**src/rtl/sie_pkg.sv**
```systemverilog
package sie_pkg;

  // Default sizes of the register file and the data memory
  localparam int RegCountDef = 32;
  localparam int MemWordsDef = 2048;

  localparam int XLEN      = 32;
  localparam int RegIdxW   = 5;
  localparam int ShamtW    = 5;
  localparam int TargetW   = 28;
  localparam int MemAddrW  = 11;

  // Packed stream words, padded to whole bytes
  localparam int InTdataW  = 88;
  localparam int OutTdataW = 88;

  // jmp keeps these bits of the incremented PC
  localparam logic [XLEN-1:0] JMP_KEEP_MASK = 32'hF000_0000;

  typedef enum logic [3:0] {
    OP_ADD   = 4'd0,
    OP_SUB   = 4'd1,
    OP_MUL   = 4'd2,
    OP_MOVI  = 4'd3,
    OP_JEQ   = 4'd4,
    OP_AND   = 4'd5,
    OP_XORI  = 4'd6,
    OP_JMP   = 4'd7,
    OP_LSL   = 4'd8,
    OP_LSR   = 4'd9,
    OP_LOAD  = 4'd10,
    OP_STORE = 4'd11
  } op_e;

  // One register write, pending or committed
  typedef struct packed {
    logic               en;
    logic [RegIdxW-1:0] idx;
    logic [XLEN-1:0]    data;
  } rf_wr_t;

endpackage

```
**src/rtl/sie_ram.sv**
```systemverilog
module sie_ram #(
  parameter  int WIDTH = 32,
  parameter  int DEPTH = 32,
  localparam int AW    = $clog2(DEPTH)
) (
  input  logic             clk_i,
  input  logic             we_i,
  input  logic [AW-1:0]    waddr_i,
  input  logic [WIDTH-1:0] wdata_i,
  input  logic             re_i,
  input  logic [AW-1:0]    raddr_i,
  output logic [WIDTH-1:0] rdata_o
);

  logic [WIDTH-1:0] mem_q [DEPTH];
  logic [WIDTH-1:0] rdata_q;

  always_ff @(posedge clk_i) begin
    if (we_i) begin
      mem_q[waddr_i] <= wdata_i;
    end
    // hold the last read word while not enabled
    if (re_i) begin
      rdata_q <= mem_q[raddr_i];
    end
  end

  assign rdata_o = rdata_q;

endmodule

```
**src/rtl/sie_regfile.sv**
```systemverilog
module sie_regfile #(
  parameter int REG_COUNT = sie_pkg::RegCountDef
) (
  input  logic                         clk_i,
  input  logic                         rst_ni,
  input  logic                         rd_en_i,
  input  logic [sie_pkg::RegIdxW-1:0]  rd_idx_a_i,
  input  logic [sie_pkg::RegIdxW-1:0]  rd_idx_b_i,
  input  sie_pkg::rf_wr_t              pend_i,
  input  logic                         commit_i,
  output logic [sie_pkg::XLEN-1:0]     opnd_a_o,
  output logic [sie_pkg::XLEN-1:0]     opnd_b_o
);

  localparam int RfAw = $clog2(REG_COUNT);

  logic [sie_pkg::RegIdxW-1:0] idx_a_q, idx_b_q;
  logic [REG_COUNT-1:0]        valid_q;
  sie_pkg::rf_wr_t             last_q;
  logic [sie_pkg::XLEN-1:0]    rdata_a, rdata_b;
  logic                        we;

  assign we = commit_i && pend_i.en;

  // Two copies, written together, give two read ports
  sie_ram #(.WIDTH(sie_pkg::XLEN), .DEPTH(REG_COUNT)) u_bank_a (
    .clk_i   (clk_i),
    .we_i    (we),
    .waddr_i (pend_i.idx[RfAw-1:0]),
    .wdata_i (pend_i.data),
    .re_i    (rd_en_i),
    .raddr_i (rd_idx_a_i[RfAw-1:0]),
    .rdata_o (rdata_a)
  );

  sie_ram #(.WIDTH(sie_pkg::XLEN), .DEPTH(REG_COUNT)) u_bank_b (
    .clk_i   (clk_i),
    .we_i    (we),
    .waddr_i (pend_i.idx[RfAw-1:0]),
    .wdata_i (pend_i.data),
    .re_i    (rd_en_i),
    .raddr_i (rd_idx_b_i[RfAw-1:0]),
    .rdata_o (rdata_b)
  );

  always_ff @(posedge clk_i or negedge rst_ni) begin
    if (!rst_ni) begin
      valid_q <= '0;
      last_q  <= '0;
    end else begin
      if (we) begin
        valid_q[pend_i.idx[RfAw-1:0]] <= 1'b1;
      end
      if (commit_i) begin
        last_q <= pend_i;
      end
    end
  end

  always_ff @(posedge clk_i) begin
    if (rd_en_i) begin
      idx_a_q <= rd_idx_a_i;
      idx_b_q <= rd_idx_b_i;
    end
  end

  // Pending write first, then the write that may have raced the read,
  // then the array; never-written entries read as zero.
  function automatic logic [sie_pkg::XLEN-1:0] pick(
    input logic [sie_pkg::RegIdxW-1:0] idx,
    input logic [sie_pkg::XLEN-1:0]    rdata,
    input sie_pkg::rf_wr_t             pend,
    input sie_pkg::rf_wr_t             last,
    input logic [REG_COUNT-1:0]        valid
  );
    logic [sie_pkg::XLEN-1:0] res;
    res = '0;
    if ({1'b0, idx} >= 6'(REG_COUNT)) begin
      res = '0;
    end else if (pend.en && pend.idx == idx) begin
      res = pend.data;
    end else if (last.en && last.idx == idx) begin
      res = last.data;
    end else if (valid[idx[RfAw-1:0]]) begin
      res = rdata;
    end
    return res;
  endfunction

  assign opnd_a_o = pick(idx_a_q, rdata_a, pend_i, last_q, valid_q);
  assign opnd_b_o = pick(idx_b_q, rdata_b, pend_i, last_q, valid_q);

endmodule

```
**config.mk**
```make
export PLATFORM = sky130hd
export DESIGN_NAME = sie_regfile
export DESIGN_NICKNAME = d
export VERILOG_FILES = /design/src/rtl/sie_pkg.sv /design/src/rtl/sie_ram.sv /design/src/rtl/sie_regfile.sv
export SDC_FILE = /design/constraint.sdc
export NUM_CORES = 1
export LEC_CHECK = 0
export BUFFER_PORTS_ARGS = -buffer_cell sky130_fd_sc_hd__buf_2
export CORE_MARGIN = 2
export CORE_UTILIZATION = 55
export CTS_CLUSTER_DIAMETER = 200
export DETAILED_ROUTE_END_ITERATION = 8
export PLACE_DENSITY = 0.67
export SKIP_CTS_REPAIR_TIMING = 1
export SLEW_MARGIN = 20
export SYNTH_ARGS = -nofsm -noshare
export SYNTH_HDL_FRONTEND = slang
export SYNTH_SLANG_ARGS = --single-unit
```
**constraint.sdc**
```tcl
create_clock -name clk_i -period 6.1 [get_ports clk_i]
set_input_delay 0.61 -clock clk_i [delete_from_list [all_inputs] [get_ports clk_i]]
set_output_delay 0.61 -clock clk_i [all_outputs]
set_load 0.1 [all_outputs]
```
# == Word level (Yosys, flattened, before mapping) ==
# Memories as Yosys holds them, arrays and structs flattened. A register that Yosys moved wholly into a read port is not among the register bits.
# Index checks and enable logic that the tools add are counted.
# totals
register_bits,80
mem_bits_rw,2048
out_inout_bits,64
word_cells,37
memories,2
# memory_table
name,depth,word_bits,read_ports,rd_ports_with_merged_regs,wr,line_no,source
u_bank_a.mem_q,32,32,1,1,1,sie_ram.sv:15,logic [WIDTH-1:0] mem_q [DEPTH];
u_bank_b.mem_q,32,32,1,1,1,sie_ram.sv:15,
# classes
n_lt_le_gt_ge,4
n_eq_ne,4
mux,14
n_bitwise,1
reduce_logical,6
# ops
op,count
$mux 32,6
$or 32x32->32,1
$eq 5x5->1,4
$lt 5x6->1 const B,3
$bmux 1 s5,2
$logic_and 1x1->1,6
$demux 1 s5,1
$ge 5x1->1 const B,1
$mux 1,5

# == Longest topological paths before layout ==
# depth
depth_word,5
ltp_mapped,8

# == Cells and area by module ==
# A second synthesis with hierarchy kept.
# hier_totals
hier_cells,4938
area_unflattened_um2,86670.6
# modules_own_cells
module,n_inst,cells_each,area_per_inst_um2,seq_area_each_um2
sie_ram,2,2260,40805.4,31710.4
sie_regfile,1,418,5059.9,2052.0

# == Least setup slack after synthesis ==
# No wires, ideal clock.
# synth_timing
kind,reg-to-output
start,reg idx_b_q[1] (netlist bit)
end,out opnd_b_o[10] (netlist bit)
t_arrival_ns,3.867
slack_ns,1.623
path_stages_with_launch,9
path_cell_list,edfxtp_1 > buf_4 > buf_6 > mux2i_1 > mux4_2 > a22oi_1 > nand4b_1 > clkbuf_1 > o21ai_0
# synth_via
elab_chain_len,5
# synth_rtl
element,line_no,source
start: declaration,sie_regfile.sv:17,"logic [sie_pkg::RegIdxW-1:0] idx_a_q, idx_b_q;"
start signal: assignment,sie_regfile.sv:63,idx_b_q <= rd_idx_b_i;
$bmux 1 s5,sie_regfile.sv:84,end else if (valid[idx[RfAw-1:0]]) begin
$mux 1 (implied by the code),sie_regfile.sv:84,
$mux 32,sie_regfile.sv:84,
$mux 32,sie_regfile.sv:82,end else if (last.en && last.idx == idx) begin
$mux 32 *,sie_regfile.sv:80,end else if (pend.en && pend.idx == idx) begin
end: declaration,sie_regfile.sv:12,output logic [sie_pkg::XLEN-1:0] opnd_b_o
# Every way passes the cells marked *; elsewhere a longest branch is shown, timed or not. The select of a mux whose other input is x is not followed.

# == Worst setup path in the final report ==
# layout_timing
start,reg idx_a_q[1] (netlist bit)
end,out opnd_a_o[21] (netlist bit)
# layout_via
elab_chain_len,5
# layout_rtl
element,line_no,source
start: declaration,sie_regfile.sv:17,
start signal: assignment,sie_regfile.sv:62,idx_a_q <= rd_idx_a_i;
$bmux 1 s5,sie_regfile.sv:84,
$mux 1 (implied by the code),sie_regfile.sv:84,
$mux 32,sie_regfile.sv:84,
$mux 32,sie_regfile.sv:82,
$mux 32 *,sie_regfile.sv:80,
end: declaration,sie_regfile.sv:11,"output logic [sie_pkg::XLEN-1:0] opnd_a_o,"
# Marked as above.

==> flow_summary.toml <==
[run_status]
status = "completed"

[routing]
wl_per_cell_um = 37.7
drtPass1Iterations = 5
ant_nets = 0
vias = 29500
drt-total-wl_mm = 154
drc = 0
via_per_inst = 7.22
drt-initial-drc-count = 3889

[global_routing]
gr-usage-met1 = 0.427
antenna_found_initial = 3
met2_usage = 0.518
top_usage_layer = "met2"
grt_pass1_vias = 30300
gr-total-overflow = 0
grt.total_usage = 0.313
grt_max_degree = 96
grt_pass1_wl_mm = 220
use_met3 = 0.0524

[pwr]
powerDensity_mw_per_mm2 = 308
seq_power_share = 0.489
combPwrFrac = 0.112
power_mw = 18.5
power_frac_clock = 0.400
p_leak_nw = 19.8
vdd_ir_drop_max_uv = 250
p_switching_mw = 4.55
switching_share = 0.246
power.internal_mw = 14.0

[sta]
worst_slew_pin_slew_ns = 1.19
period_share = 0.832
fmax_mhz = 197
skew_ns = 0.0280
min_period_ns = 5.08
finalMaxSlewViolations = 0
finalHoldViolations = 0
relSlewSlack = 0.205
rsz0062_at_grt = "no"
setup_violations = 0
fin_setup_tns_ns = 0

[critical_path]
critPathKind = "flop to primary output"
critPathLaunchType = "flop"
cp-end-kind = "primary output"
critPathMaxFanout = 33
crit_required_ns = 5.49
worstPathArrival_ns = 4.47

[cells_and_area]
fill_cells = 6642
drive_gt1_frac = 0.415
final_nets = 2759
num_antenna_cells = 0
syn_to_final_growth_pct = 11.6

[clocking]
cts_tree = "done"
clk-insertion-delay-late_ns = 0.71
cts-root-buf = "clkbuf_16"
cts-buffers-inserted = 118
cts_max_path_buffers = 3
cts.sinks = 1168
clkTransAtPathRegs_ns = 0.07
htreeDepth = 3

[die]
die_h_um = 317
rows = 114
core_area_mm2 = 0.0970
pin_count = 116
fp.dieW_um = 317
initial_core_util = 0.557
dieArea_mm2 = 0.101

[yosys]
synth_nets = 2644
yosys_warnings = 0
ys_seq_elements = 1168
postSynthAreaPerCell_um2 = 20.8
netlist_instances = 2592
syn_area_mm2 = 0.0540
yosysSeqAreaShare = 0.643
synth.distinct_cells = 27

[placement]
portBuffers = 115
finalWeightedCongestion = 0.821
dp_hpwl_mm = 86.2

[job]
cap_violations = 0

[hold_path]
hp-class = "primary input to flop"
-- worst max-delay path, cell delays in order, from the launching register on --
cell	delay (ns)
edfxtp_1	0.94
xor2_1	0.23
nor4_1	0.08
nand3_2	0.07
buf_4	0.60
nand4b_1	0.30
buf_4	0.32
o21ai_0	0.61
buf_2	0.55
-- synthesized netlist by cell type, drive strengths merged --
cell,count,share of area
xor2,8,0.0013
xnor2,12,0.0019
o21ai,97,0.0090
nand2,102,0.0071
dfrtp,70,0.032
inv,33,0.0023
nor2,39,0.0027
mux4,650,0.27
nand3b,5,0.00070
edfxtp,1098,0.61
clkbuf,113,0.0079
nor2b,2,0.00023
nor4,2,0.00023
or3b,1,0.00016
nand4,3,0.00035
nand3,5,0.00046
or2,32,0.0037
buf,90,0.0096
nor3,64,0.0059
mux2,69,0.014
nand4b,3,0.00049
a22oi,2,0.00028
mux2i,90,0.017
or3,2,0.00023
-- layer usage --
metal  wire length (um)  share of wire  vias up
met2              77800           0.51     1764
li1                   -              -    11400
met4               5630          0.037        2
met1              57200           0.37    16000
met5                  7       0.000045        -
met3              13200          0.086      328
-- layout by cell type (no fill, tap or decap), types with 15 or more instances in the layout --
master | Yosys | final
mux4_2 | 650 | 650
nor2_4 | 0 | 32
clkbuf_1 | 113 | 23
buf_2 | 44 | 105
dfrtp_1 | 70 | 70
mux2i_1 | 90 | 90
nand2_1 | 102 | 100
mux2_2 | 69 | 69
nor3_1 | 64 | 64
edfxtp_1 | 1098 | 1098
buf_4 | 15 | 76
o21ai_0 | 97 | 97
clkbuf_16 | 0 | 121
clkinv_2 | 0 | 24
bufinv_16 | 0 | 15
or2_2 | 32 | 32
clkinv_1 | 0 | 18
inv_1 | 33 | 33
-- metrics by stage --
stage / cell area, um^2 / util / instances / hold slack, ns / worst slack, ns
after floorplan: 54000 / - / 2592 / 0.314 / 1.62
after global placement: 56200 / 0.580 / 3860 / 0.476 / 1.97
after detailed placement: 56300 / 0.580 / 3862 / 0.479 / 1.90
after CTS: 60200 / 0.621 / 4083 / -0.254 / 1.12
after global routing: 60200 / 0.621 / 4084 / 0.237 / 1.04
final: 60200 / 0.621 / 4084 / 0.210 / 1.02
-- power groups by stage --
stage	combinational, mW	clock (mW)	sequential, mW
finish	2.07	7.41	9.06
global route	2.16	7.79	9.07
CTS	2.07	7.48	9.05
detailed placement	2.07	0	9.22
global placement	2.04	0	9.22
floorplan	1.50	0	9.16
-- cell type report --
| class | instances | area (um^2) | area share |
|---|---|---|---|
| Tap cell | 1276 | 1600 | 0.0265 |
| Clock inverter | 72 | 771 | 0.0128 |
| Sequential cell | 1168 | 34700 | 0.576 |
| Inverter | 33 | 124 | 0.00206 |
| Multi-Input combinational cell | 1188 | 18500 | 0.306 |
| Clock buffer | 149 | 3180 | 0.0528 |
| Timing Repair Buffer | 198 | 1400 | 0.0232 |
-- cells by family (layout without fill, tap and decap cells) --
kind of cell,after synthesis,after routing,synth area share
XOR/XNOR,20,20,0.00324
multiplexers,809,809,0.302
flip-flops,1168,1168,0.643
AND/OR/NAND/NOR,260,260,0.0223
buffers and inverters,236,452,0.0197
AO/OA/AOI/OAI,99,99,0.00927
-- flip-flops by register name, indices dropped and copies added, names as in the netlist --
register and flops:
idx_a_q 5, idx_b_q 5, last_q 38, u_bank_a.mem_q 32
u_bank_a.rdata_o 32, u_bank_b.mem_q 992, u_bank_b.rdata_o 32, valid_q 32
-- worst paths after layout --
kind                                                  start                             end  slack (ns)  depth (start not counted)
max                                    idx_a_q[1]$_DFFE_PP_                    opnd_a_o[21]        1.02                          8
min reg2reg                          valid_q[3]$_DFFE_PN0P_          valid_q[3]$_DFFE_PN0P_        0.50                          1
max reg2reg                u_bank_b.mem_q[31][23]$_DFFE_PP_  u_bank_a.rdata_o[23]$_DFFE_PP_        4.10                          3
min in group asynchronous                            rst_ni           last_q[9]$_DFFE_PN0P_        0.33                          2
min                                                commit_i          last_q[37]$_DFFE_PN0P_        0.21                          3
max in group asynchronous                            rst_ni          last_q[30]$_DFFE_PN0P_        4.54                          3
Power figures use the tool's default switching activity.
